===== src/hw/rtl/tbt_pkg.sv =====
// shared widths, register indexes, reset values and limits of the touch baseline tracker
package tbt_pkg;

  localparam int ELEC_W    = 5;
  localparam int SAMPLE_W  = 10;
  localparam int RATE_W    = 16;
  localparam int FRAC_W    = 16;
  localparam int BASE_W    = 26;
  localparam int VALUE_W   = 27;
  localparam int STORE_W   = 28;
  localparam int CFG_W     = 26;
  localparam int CFG_IDX_W = 3;

  typedef logic [ELEC_W-1:0]          elec_t;
  typedef logic [SAMPLE_W-1:0]        sample_t;
  typedef logic [RATE_W-1:0]          rate_t;
  typedef logic [BASE_W-1:0]          base_t;
  typedef logic signed [STORE_W-1:0]  store_t;
  typedef logic [CFG_IDX_W-1:0]       cfg_idx_t;

  // register indexes
  localparam cfg_idx_t REG_JUMP   = 3'd0;
  localparam cfg_idx_t REG_NEAR   = 3'd1;
  localparam cfg_idx_t REG_FAST   = 3'd2;
  localparam cfg_idx_t REG_SLOW   = 3'd3;
  localparam cfg_idx_t REG_SMOOTH = 3'd4;
  localparam cfg_idx_t REG_SETTLE = 3'd5;

  // reset values
  localparam sample_t RST_JUMP   = 10'd400;
  localparam sample_t RST_NEAR   = 10'd5;
  localparam rate_t   RST_FAST   = 16'd328;
  localparam rate_t   RST_SLOW   = 16'd7;
  localparam rate_t   RST_SMOOTH = 16'd6554;
  localparam base_t   RST_SETTLE = 26'd65536;

  // saturation limits, baseline Q10.16 and touch value Q11.16
  localparam base_t BASE_MAX  = 26'd67043328;
  localparam int    VAL_LIMIT = 67043328;

  // half an lsb of the Q0.16 product, for round to nearest
  localparam int ROUND_HALF = 32768;

endpackage


===== src/hw/rtl/touch_baseline_tracker_top.sv =====
// touch baseline tracker: per-electrode baseline and touch value with pipelined update
//
// usage: one input transaction carries an electrode number and a 10-bit filtered
// capacitance sample; one output transaction per input carries the electrode
// number, the new touch value (signed Q11.16) and the new baseline (Q10.16).
// configuration is written through cfg_write/cfg_index/cfg_data while idle.
// the memories are read at the accepting edge, then baseline multiply, baseline
// update, smoothing multiply and value update into the output register each
// end in a register of their own.
// throughput is one transaction per cycle while the receiver does not stall and
// no sample goes to an electrode whose update is still in the four pipeline
// stages; such a sample is held off by the read/write interlock on the state
// memories until that update has been written back.
// reset clears the configuration to its defaults and clears one valid flag per
// electrode, so every electrode starts from a zero baseline and zero value
// with no clearing pass.
// when the receiver stalls, the output register holds and the stages behind it
// fill up; from that stall, in_stall rises only once the first stage cannot move on.
module touch_baseline_tracker_top #(
  parameter int ELECTRODES = 32
) (
  input  logic                             clk,
  input  logic                             rst,
  input  logic                             cfg_write,
  input  logic [tbt_pkg::CFG_IDX_W-1:0]    cfg_index,
  input  logic [tbt_pkg::CFG_W-1:0]        cfg_data,
  input  logic                             in_valid,
  output logic                             in_stall,
  input  logic [tbt_pkg::ELEC_W-1:0]       electrode,
  input  logic [tbt_pkg::SAMPLE_W-1:0]     raw_sample,
  output logic                             out_valid,
  input  logic                             out_stall,
  output logic [tbt_pkg::ELEC_W-1:0]       electrode_out,
  output logic signed [tbt_pkg::VALUE_W-1:0] touch_value,
  output logic [tbt_pkg::BASE_W-1:0]       baseline_out
);
  import tbt_pkg::*;

  localparam int SLOT_W   = (ELECTRODES > 1) ? $clog2(ELECTRODES) : 1;
  // reciprocal for electrode modulo ELECTRODES on a 5-bit number
  localparam int RECIP_SH = 10;
  localparam int RECIP    = (1 << RECIP_SH) / ELECTRODES + 1;
  localparam int QE_W     = 14;

  localparam logic signed [30:0] V_HI = 31'(VAL_LIMIT);
  localparam logic signed [30:0] V_LO = -V_HI;

  // configuration registers
  sample_t cfg_jump;
  sample_t cfg_near;
  rate_t   cfg_fast;
  rate_t   cfg_slow;
  rate_t   cfg_smooth;
  base_t   cfg_settle;

  always_ff @(posedge clk) begin
    if (rst) begin
      cfg_jump   <= RST_JUMP;
      cfg_near   <= RST_NEAR;
      cfg_fast   <= RST_FAST;
      cfg_slow   <= RST_SLOW;
      cfg_smooth <= RST_SMOOTH;
      cfg_settle <= RST_SETTLE;
    end else if (cfg_write) begin
      case (cfg_index)
        REG_JUMP:   cfg_jump   <= cfg_data[SAMPLE_W-1:0];
        REG_NEAR:   cfg_near   <= cfg_data[SAMPLE_W-1:0];
        REG_FAST:   cfg_fast   <= cfg_data[RATE_W-1:0];
        REG_SLOW:   cfg_slow   <= cfg_data[RATE_W-1:0];
        REG_SMOOTH: cfg_smooth <= cfg_data[RATE_W-1:0];
        REG_SETTLE: cfg_settle <= cfg_data[BASE_W-1:0];
        default: ;  // unknown index, write dropped
      endcase
    end
  end

  // electrode to state slot: quotient by reciprocal, then one correction step
  logic [15:0]       quot_prod;
  logic [ELEC_W-1:0] quot;
  logic [QE_W-1:0]   quot_e;
  logic [QE_W-1:0]   rem_raw;
  logic [QE_W-1:0]   rem;
  logic [SLOT_W-1:0] in_slot;

  always_comb begin
    quot_prod = 16'(electrode) * 16'(RECIP);
    quot      = quot_prod[RECIP_SH +: ELEC_W];
    quot_e    = QE_W'(quot) * QE_W'(ELECTRODES);
    rem_raw   = QE_W'(electrode) - quot_e;
    if (rem_raw >= QE_W'(ELECTRODES)) begin
      rem = rem_raw - QE_W'(ELECTRODES);
    end else begin
      rem = rem_raw;
    end
    in_slot = SLOT_W'(rem);
  end

  // pipeline control
  logic s1_valid, s2_valid, s3_valid, s4_valid;
  logic en1, en2, en3, en4;
  logic hazard;
  logic accept;

  logic [SLOT_W-1:0] s1_slot, s2_slot, s3_slot, s4_slot;

  assign en4 = !out_valid || !out_stall;
  assign en3 = !s4_valid || en4;
  assign en2 = !s3_valid || en3;
  assign en1 = !s2_valid || en2;

  // interlock: the state of a slot still in flight is not yet written back
  assign hazard = (s1_valid && s1_slot == in_slot) || (s2_valid && s2_slot == in_slot) ||
                  (s3_valid && s3_slot == in_slot) || (s4_valid && s4_slot == in_slot);

  assign in_stall = (s1_valid && !en1) || hazard;
  assign accept   = in_valid && !in_stall;

  // state memories, one entry per electrode, with a valid flag per entry
  base_t  baseline_mem [ELECTRODES];
  store_t value_mem    [ELECTRODES];
  logic   entry_valid  [ELECTRODES];

  base_t  rd_base;
  store_t rd_value;
  logic   rd_ok;

  base_t  b_new;
  store_t v_new;

  always_ff @(posedge clk) begin
    if (accept) begin
      rd_base  <= baseline_mem[in_slot];
      rd_value <= value_mem[in_slot];
    end
    if (s4_valid && en4) begin
      baseline_mem[s4_slot] <= b_new;
      value_mem[s4_slot]    <= v_new;
    end
  end

  always_ff @(posedge clk) begin
    if (rst) begin
      for (int i = 0; i < ELECTRODES; i++) begin
        entry_valid[i] <= 1'b0;
      end
      rd_ok <= 1'b0;
    end else begin
      if (accept) begin
        rd_ok <= entry_valid[in_slot];
      end
      if (s4_valid && en4) begin
        entry_valid[s4_slot] <= 1'b1;
      end
    end
  end

  // stage 1: pick the filter mode and multiply the baseline step
  elec_t   s1_elec;
  sample_t s1_sample;
  base_t   b_old;
  store_t  v_old;
  base_t   s1_s16;
  logic    jump;
  logic    near;
  rate_t   w_base;
  logic signed [BASE_W:0]  delta_b;
  logic signed [43:0]      prod_b;

  always_comb begin
    b_old   = rd_ok ? rd_base : '0;
    v_old   = rd_ok ? rd_value : '0;
    s1_s16  = {s1_sample, {FRAC_W{1'b0}}};
    jump    = ({1'b0, b_old} + {1'b0, cfg_jump, {FRAC_W{1'b0}}}) < {1'b0, s1_s16};
    near    = ({1'b0, s1_s16} + {1'b0, cfg_near, {FRAC_W{1'b0}}}) > {1'b0, b_old};
    w_base  = near ? cfg_fast : cfg_slow;
    delta_b = $signed({1'b0, s1_s16}) - $signed({1'b0, b_old});
    prod_b  = $signed({1'b0, w_base}) * delta_b;
  end

  // stage 2: baseline update, difference and smoothing operand
  elec_t   s2_elec;
  sample_t s2_sample;
  base_t   s2_base;
  store_t  s2_value;
  logic    s2_jump;
  logic signed [43:0] s2_prod;

  base_t s2_s16;
  logic signed [43:0]        prod_b_rnd;
  logic signed [27:0]        adj_b;
  logic signed [28:0]        b_sum;
  base_t                     b_upd;
  logic signed [VALUE_W-1:0] diff;
  logic                      smooth;
  logic signed [28:0]        dv;

  always_comb begin
    s2_s16     = {s2_sample, {FRAC_W{1'b0}}};
    prod_b_rnd = s2_prod + 44'(ROUND_HALF);
    adj_b      = prod_b_rnd[43:FRAC_W];
    b_sum      = $signed({3'b000, s2_base}) + {adj_b[27], adj_b};
    if (s2_jump) begin
      b_upd = s2_s16;
    end else if (b_sum[28]) begin
      b_upd = '0;
    end else if (b_sum > $signed({3'b000, BASE_MAX})) begin
      b_upd = BASE_MAX;
    end else begin
      b_upd = b_sum[BASE_W-1:0];
    end
    diff   = $signed({1'b0, b_upd}) - $signed({1'b0, s2_s16});
    smooth = s2_value < $signed({2'b00, cfg_settle});
    dv     = {{2{diff[VALUE_W-1]}}, diff} - {s2_value[STORE_W-1], s2_value};
  end

  // stage 3: multiply the smoothing step
  elec_t  s3_elec;
  base_t  s3_base;
  logic signed [VALUE_W-1:0] s3_diff;
  store_t s3_value;
  logic   s3_smooth;
  logic signed [28:0] s3_dv;
  logic signed [45:0] prod_v;

  assign prod_v = $signed({1'b0, cfg_smooth}) * s3_dv;

  // stage 4: touch value update
  elec_t  s4_elec;
  base_t  s4_base;
  logic signed [VALUE_W-1:0] s4_diff;
  store_t s4_value;
  logic   s4_smooth;
  logic signed [45:0] s4_prod;

  logic signed [45:0] prod_v_rnd;
  logic signed [29:0] adj_v;
  logic signed [30:0] v_sum;
  logic signed [30:0] v_pick;

  always_comb begin
    prod_v_rnd = s4_prod + 46'(ROUND_HALF);
    adj_v      = prod_v_rnd[45:FRAC_W];
    v_sum      = {{3{s4_value[STORE_W-1]}}, s4_value} + {adj_v[29], adj_v};
    v_pick     = s4_smooth ? v_sum : {{4{s4_diff[VALUE_W-1]}}, s4_diff};
    if (v_pick > V_HI) begin
      v_new = V_HI[STORE_W-1:0];
    end else if (v_pick < V_LO) begin
      v_new = V_LO[STORE_W-1:0];
    end else begin
      v_new = v_pick[STORE_W-1:0];
    end
    b_new = s4_base;
  end

  // valid flags of the stages
  always_ff @(posedge clk) begin
    if (rst) begin
      s1_valid  <= 1'b0;
      s2_valid  <= 1'b0;
      s3_valid  <= 1'b0;
      s4_valid  <= 1'b0;
      out_valid <= 1'b0;
    end else begin
      if (!s1_valid || en1) begin
        s1_valid <= accept;
      end
      if (en1) begin
        s2_valid <= s1_valid;
      end
      if (en2) begin
        s3_valid <= s2_valid;
      end
      if (en3) begin
        s4_valid <= s3_valid;
      end
      if (en4) begin
        out_valid <= s4_valid;
      end
    end
  end

  // stage payloads
  always_ff @(posedge clk) begin
    if (accept) begin
      s1_elec   <= electrode;
      s1_sample <= raw_sample;
      s1_slot   <= in_slot;
    end
    if (en1 && s1_valid) begin
      s2_elec   <= s1_elec;
      s2_sample <= s1_sample;
      s2_slot   <= s1_slot;
      s2_base   <= b_old;
      s2_value  <= v_old;
      s2_jump   <= jump;
      s2_prod   <= prod_b;
    end
    if (en2 && s2_valid) begin
      s3_elec   <= s2_elec;
      s3_slot   <= s2_slot;
      s3_base   <= b_upd;
      s3_diff   <= diff;
      s3_value  <= s2_value;
      s3_smooth <= smooth;
      s3_dv     <= dv;
    end
    if (en3 && s3_valid) begin
      s4_elec   <= s3_elec;
      s4_slot   <= s3_slot;
      s4_base   <= s3_base;
      s4_diff   <= s3_diff;
      s4_value  <= s3_value;
      s4_smooth <= s3_smooth;
      s4_prod   <= prod_v;
    end
    if (en4 && s4_valid) begin
      electrode_out <= s4_elec;
      touch_value   <= v_new[VALUE_W-1:0];
      baseline_out  <= b_new;
    end
  end

endmodule

===== config.mk =====
export PLATFORM = sky130hd
export DESIGN_NAME = touch_baseline_tracker_top
export DESIGN_NICKNAME = d
export VERILOG_FILES = /design/src/hw/rtl/tbt_pkg.sv /design/src/hw/rtl/touch_baseline_tracker_top.sv
export SDC_FILE = /design/constraint.sdc
export NUM_CORES = 2
export LEC_CHECK = 0
export BUFFER_PORTS_ARGS = -buffer_cell sky130_fd_sc_hd__buf_2
export CELL_PAD_IN_SITES_DETAIL_PLACEMENT = 1
export CELL_PAD_IN_SITES_GLOBAL_PLACEMENT = 1
export CORE_MARGIN = 5
export CORE_UTILIZATION = 59
export CTS_CLUSTER_SIZE = 12
export DETAILED_ROUTE_END_ITERATION = 16
export GPL_TIMING_DRIVEN = 0
export PLACE_DENSITY_LB_ADDON = 0.08
export REMOVE_ABC_BUFFERS = 1
export SETUP_SLACK_MARGIN = 0.15
export SLEW_MARGIN = 0
export SYNTH_ARGS = -nofsm -noshare
export SYNTH_HDL_FRONTEND = slang
export SYNTH_SLANG_ARGS = --single-unit

===== constraint.sdc =====
create_clock -name clk -period 29.2 [get_ports clk]
set_clock_uncertainty 0.05 [all_clocks]
set_input_delay 0 -clock clk [delete_from_list [all_inputs] [get_ports clk]]
set_output_delay 0 -clock clk [all_outputs]
set_load 0.02 [all_outputs]

======== After elaboration in Yosys (flattened, before gate mapping) ========
Memories as Yosys holds them, arrays and structs flattened. A register that Yosys moved wholly into a read port is not among the register bits.
Cells that the tools add are included.
word-level totals
  RAM bits ................................ 1,760
  bits of input ports ..................... 49
  logic and storage cells ................. 124
  memories kept ........................... 3
  register bits ........................... 555
  output and inout port bits .............. 60
memory list
  memory        depth  bits a word  read ports  clocked after memory_dff  write ports  RTL line                           RTL
  value_mem     32     28           1           1                         1            touch_baseline_tracker_top.sv:120  store_t value_mem [ELECTRODES];
  baseline_mem  32     26           1           1                         1            touch_baseline_tracker_top.sv:119  base_t baseline_mem [ELECTRODES];
  entry_valid   32     1            1           1                         32           touch_baseline_tracker_top.sv:121  logic entry_valid [ELECTRODES];
operators by class
  add/subtract/negate cells ............... 11
  $mul .................................... 3
  multiplexer cells ....................... 18
  magnitude comparators ................... 7
  reductions and logical operators ........ 35
  eq/ne operators ......................... 9
operators by type and width
  kind                                                                                   count
  26-bit two-way mux                                                                     4
  28-bit two-way mux                                                                     2
  26-bit by 26-bit adder with 27-bit output                                              2
  26-bit by 26-bit subtractor with 27-bit output                                         2
  46-bit by 17-bit adder with 46-bit output (second input constant)                      1
  17-bit by 29-bit multiplier with 46-bit output                                         1
  44-bit by 17-bit adder with 44-bit output (second input constant)                      1
  17-bit by 27-bit multiplier with 44-bit output                                         1
  28-bit by 30-bit adder with 31-bit output                                              1
  31-bit by 27-bit > comparator with 1-bit output (second input constant)                1
  31-bit by 27-bit < comparator with 1-bit output (second input constant)                1
  31-bit two-way mux                                                                     1
  27-bit by 28-bit adder with 29-bit output                                              1
  29-bit by 27-bit > comparator with 1-bit output (second input constant)                1
  27-bit by 28-bit subtractor with 29-bit output                                         1
  28-bit by 27-bit < comparator with 1-bit output                                        1
  27-bit by 26-bit > comparator with 1-bit output                                        1
  27-bit by 26-bit < comparator with 1-bit output                                        1
  5-bit equality test                                                                    4
  16-bit two-way mux                                                                     1
  14-bit by 6-bit greater-or-equal comparator with 1-bit output (second input constant)  1
  2-bit AND reduction                                                                    6
  5-bit by 6-bit multiplier with 11-bit output (second input constant)                   1
  1-bit logical AND                                                                      10
  other kinds (11)                                                                       36

======== Depth between registers and ports, before layout ========
  depth after elaboration ................. 12
  gate-level depth with buffers ........... 43
  gate-level depth less buffers ........... 41

======== Worst setup path before layout ========
OpenSTA, ideal clock, no wires.
  path type ............................... register to register
  from .................................... register s1_sample[1]
  to ...................................... register s2_prod[43] (data pin)
  cell stages (with the launch flop) ...... 42
  library setup time ...................... 0.264 ns
  clock period less this slack ............ 9.276 ns
  buffers on the path ..................... 2
  required time ........................... 28.886 ns
  slack ................................... 19.924 ns
  arrival time ............................ 8.962 ns
  cells stage by stage .................... edfxtp_1 > ha_1 > a21o_1 > a21oi_1 > o21bai_1 > a21oi_1 > nor2b_1 > o21a_1 > o21ai_0 > nand2b_1 > a21oi_1 > xnor2_1 > ha_1 > nand3_1 > nor2_1 > and3_1 > o221ai_1 > buf_4 > [6 not listed] > fa_1 > inv_1 > fa_1 > fa_1 > inv_1 > fa_1 > inv_1 > ha_1 > a21o_1 > a21o_1 > a21oi_1 > o21ai_0 > nor2_1 > a211oi_1 > or2_2 > o211a_1 > a211oi_1 > xnor2_1
on the way
  word-level cells in the longest chain between the ends .. 4
  elaborated cells between the ends (all ways) .. 5
  those cells by class .................... add/sub (2); mul (1); order compare (1); mux (1)
ends and longest elaborated chain
  element                                           RTL line                           RTL
  start, declared                                   touch_baseline_tracker_top.sv:159  sample_t s1_sample;
  start signal, assigned                            touch_baseline_tracker_top.sv:286  s1_sample <= raw_sample;
  26-bit by 26-bit adder with 27-bit output         touch_baseline_tracker_top.sv:174  near = ({1'b0, s1_s16} + {1'b0, cfg_near, {FRAC_W{1'b0}}}) > {1'b0, b_old};
  27-bit by 26-bit > comparator with 1-bit output   touch_baseline_tracker_top.sv:174
  16-bit two-way mux                                touch_baseline_tracker_top.sv:175  w_base = near ? cfg_fast : cfg_slow;
  17-bit by 27-bit multiplier with 44-bit output *  touch_baseline_tracker_top.sv:177  prod_b = $signed({1'b0, w_base}) * delta_b;
  net prod_b[43]                                    touch_baseline_tracker_top.sv:167  logic signed [43:0] prod_b;
  end signal, assigned                              touch_baseline_tracker_top.sv:296  s2_prod <= prod_b;
  end, declared                                     touch_baseline_tracker_top.sv:186  logic signed [43:0] s2_prod;
The timed path passes the listed nets; every way through them passes the cells marked *.
A chain may end at the register's enable or synchronous reset.

======== Final worst setup path ========
Same ends and word-level chain as after synthesis.

==> results.json <==
{
  "wl_per_cell_um": 34.7,
  "fillers": 18796,
  "cts.sink_count": 2288,
  "worst_hold_path_type": "primary input to flop",
  "clk_root_buffer_cell": "clkbuf_16",
  "synthesis.yosys.warnings": 0,
  "portBuffers": 108,
  "ir_drop_uv": 238,
  "worstMarginPinSlew_ps": 1450,
  "vias_in_the_first_global_route": 83331,
  "yosys.cell_types.count": 101,
  "synth_adder_area_share": 0.179,
  "finalHoldViolations": 0,
  "ys_top_cells_by_count": "2,156 x edfxtp_1, 1,122 x inv_1, 868 x fa_1, 852 x nand2_1, 550 x mux4_2",
  "top_level_ports": 109,
  "max_slew_margin": 0.0331,
  "drv_slew": 0,
  "power.leakage_nw": 51.8,
  "ctsLongestPathBuffers": 3,
  "first_pass_grt_wire_length_um": 591000,
  "cts_inserted_buffers": 220,
  "post_layout_nonfiller_instances": 11663,
  "initial_antenna_violation_count": 18,
  "fin_nets": 10038,
  "synth_async_sr_flop_share": 0,
  "placement_rows": 168,
  "dpl.cell_count": 11216,
  "total_number_of_h_tree_levels": 4,
  "post-route-util": 0.661,
  "remaining_global_route_overflow": 0,
  "postLayoutSetupSlackWorst_ps": 17480,
  "synth_top_family_by_area": "adder cells",
  "critical-path-slowest-cell": "mux2_2",
  "drv_cap": 0,
  "layout.area.seq_mm2": 0.0674,
  "cts_tree": "done",
  "synth_edf_count": 2156,
  "track_usage": 0.374,
  "synth-compound-area-share": 0.0356,
  "report.power.total_mw": 15.2,
  "synth_simple_gate_area_share": 0.0712,
  "dp_worst_setup_slack_ps": 17730,
  "synth.largest_area_cell": "edfxtp_1",
  "drive_gt1_frac": 0.147,
  "synth_cells": 8473,
  "routed_wl_um": 405000,
  "via_count": 77567,
  "multi_input_area_mm2": 0.0517,
  "fp.dieArea_mm2": 0.220,
  "syn_avg_cell_area_um2": 14.6,
  "synthFlopType": "edfxtp_1",
  "most_frequently_used_cell_type_in_the_post_synthesis_netlist": "edfxtp_1",
  "outcome": "finished clean",
  "gp_congestion": 0.891,
  "grt_max_degree": 98,
  "critical-path-max-stage-delay_ps": 790,
  "post_synthesis_cell_area_mm2": 0.124,
  "initial_core_utilization": 0.593,
  "worstSkewPairLatency_ps": 890,
  "via_per_inst": 6.65,
  "areaGrowthSynthToFinish_pct": 11.6,
  "design.core.area_mm2": 0.209,
  "critPathMostFrequentCell": "fa_1",
  "dr.pass1.iters": 8,
  "critical_path_arrival_ps": 12240,
  "yosys-top-cells-area": "edfxtp_1 52%, fa_1 14%, mux4_2 10%, ha_1 3.9%, inv_1 3.4%",
  "die-height_um": 469,
  "worstPathRequired_ps": 29720,
  "setup-violations-final": 0,
  "endpoint_kind": "flop",
  "multiplexer_area_fraction_after_synthesis": 0.108,
  "critical_path_peak_fanout": 27,
  "synth_largest_type_area_fraction": 0.522,
  "dpl.hpwl_um": 250000,
  "synth_xor_area_frac": 0.0183,
  "worst_hold_slack_ps": 79.9,
  "startpoint_type": "flop",
  "timing.setup.tns_ps": 0,
  "maxClockFrequency_mhz": 85.3,
  "layout_worst_path_cycle_share": 0.401,
  "ys_ff_latch": 2288,
  "period_needed_ps": 11720,
  "unrepaired_setup_endpoints_after_global_routing": "no",
  "p_per_area_mw_per_mm2": 110,
  "chipWidth_um": 469,
  "worst_setup_hold_path_clk_slew_ps": 70,
  "starting_drc_count_in_detailed_routing": 9408,
  "timing_worst_setup_path_type": "flop to flop",
  "remaining_drc_errors": 0,
  "standard_cell_area_after_detailed_placement_mm2": 0.131,
  "post-route-cell-area_mm2": 0.138,
  "synth.yosys.seq_area_share": 0.543,
  "antenna_violating_nets_post_route": 0
}
[cell type report]
cell class	count	area share
antenna	8	0.000145
clock buffer	295	0.0432
clock inverter	41	0.00296
inverter	1122	0.0305
multi-input combinational	4720	0.374
sequential	2288	0.487
tap	2805	0.0253
timing repair buffer	384	0.0376
[cells in the final DEF, fill, tap and decap left out, types with 177 or more instances in the layout]
| master | count |
|---|---|
| inv_1 | 1120 |
| edfxtp_1 | 2156 |
| ha_1 | 385 |
| xnor2_1 | 177 |
| and2_1 | 241 |
| fa_1 | 868 |
| nand2_1 | 852 |
| mux4_2 | 550 |
| nor2_1 | 350 |
| clkbuf_16 | 226 |
| a21oi_1 | 241 |
[worst max-delay path: cells and delay by family (launching register included)]
kind / cells / cell delay (ps)
adder cells (fa/ha/maj): 9 / 4020
AO/OA/AOI/OAI: 15 / 3580
AND/OR/NAND/NOR: 8 / 1440
multiplexers: 1 / 790
flip-flops: 1 / 680
buffers and inverters: 6 / 510
XOR/XNOR: 2 / 340
[sequential cells by signal (all words and copies together), names as in the netlist, 29 cells and up]
register / cells
entry_valid: 32
value_mem: 896
baseline_mem: 832
s2_prod: 29
s4_prod: 31
s3_dv: 29
[metal layers]
metal	track usage	routed length (um)
met1	0.493	144000
met2	0.604	195000
met3	0.0748	40800
met4	0.181	23900
met5	0	46
[final timing paths]
path                              startpoint           end  slack [ps]  cells past startpoint
worst max-delay path            s1_sample[1]   s2_prod[43]       17480                     41
worst min-delay path            cfg_data[15]  cfg_slow[15]          80                      4
worst max register to register  s1_sample[1]   s2_prod[43]       17480                     41
worst min register to register   s3_value[4]   s4_value[4]         370                      0
[report_power, final]
part           switching, mW  internal (mW)
clock                   1.30           1.43
sequential             0.149           4.27
combinational           4.88           3.19
[logic make-up (layout without fill, tap and decap cells)]
kind of cell    count (synthesis)  count (layout)
flops                        2288            2288
simple gates                 1899            1899
buf+inv                      1465            1842
fa+ha+maj                    1253            1253
compound gates                671             671
mux                           639             639
xor+xnor                      258             258
other cells                     0               8
[what timing repair did]
action	4_1_cts	5_1_grt
hold endpoints to repair	231	0
gates resized for setup	0	0
buffers inserted	0	0
hold buffers	93	0
Note: power is estimated with default switching activity, not from simulation.
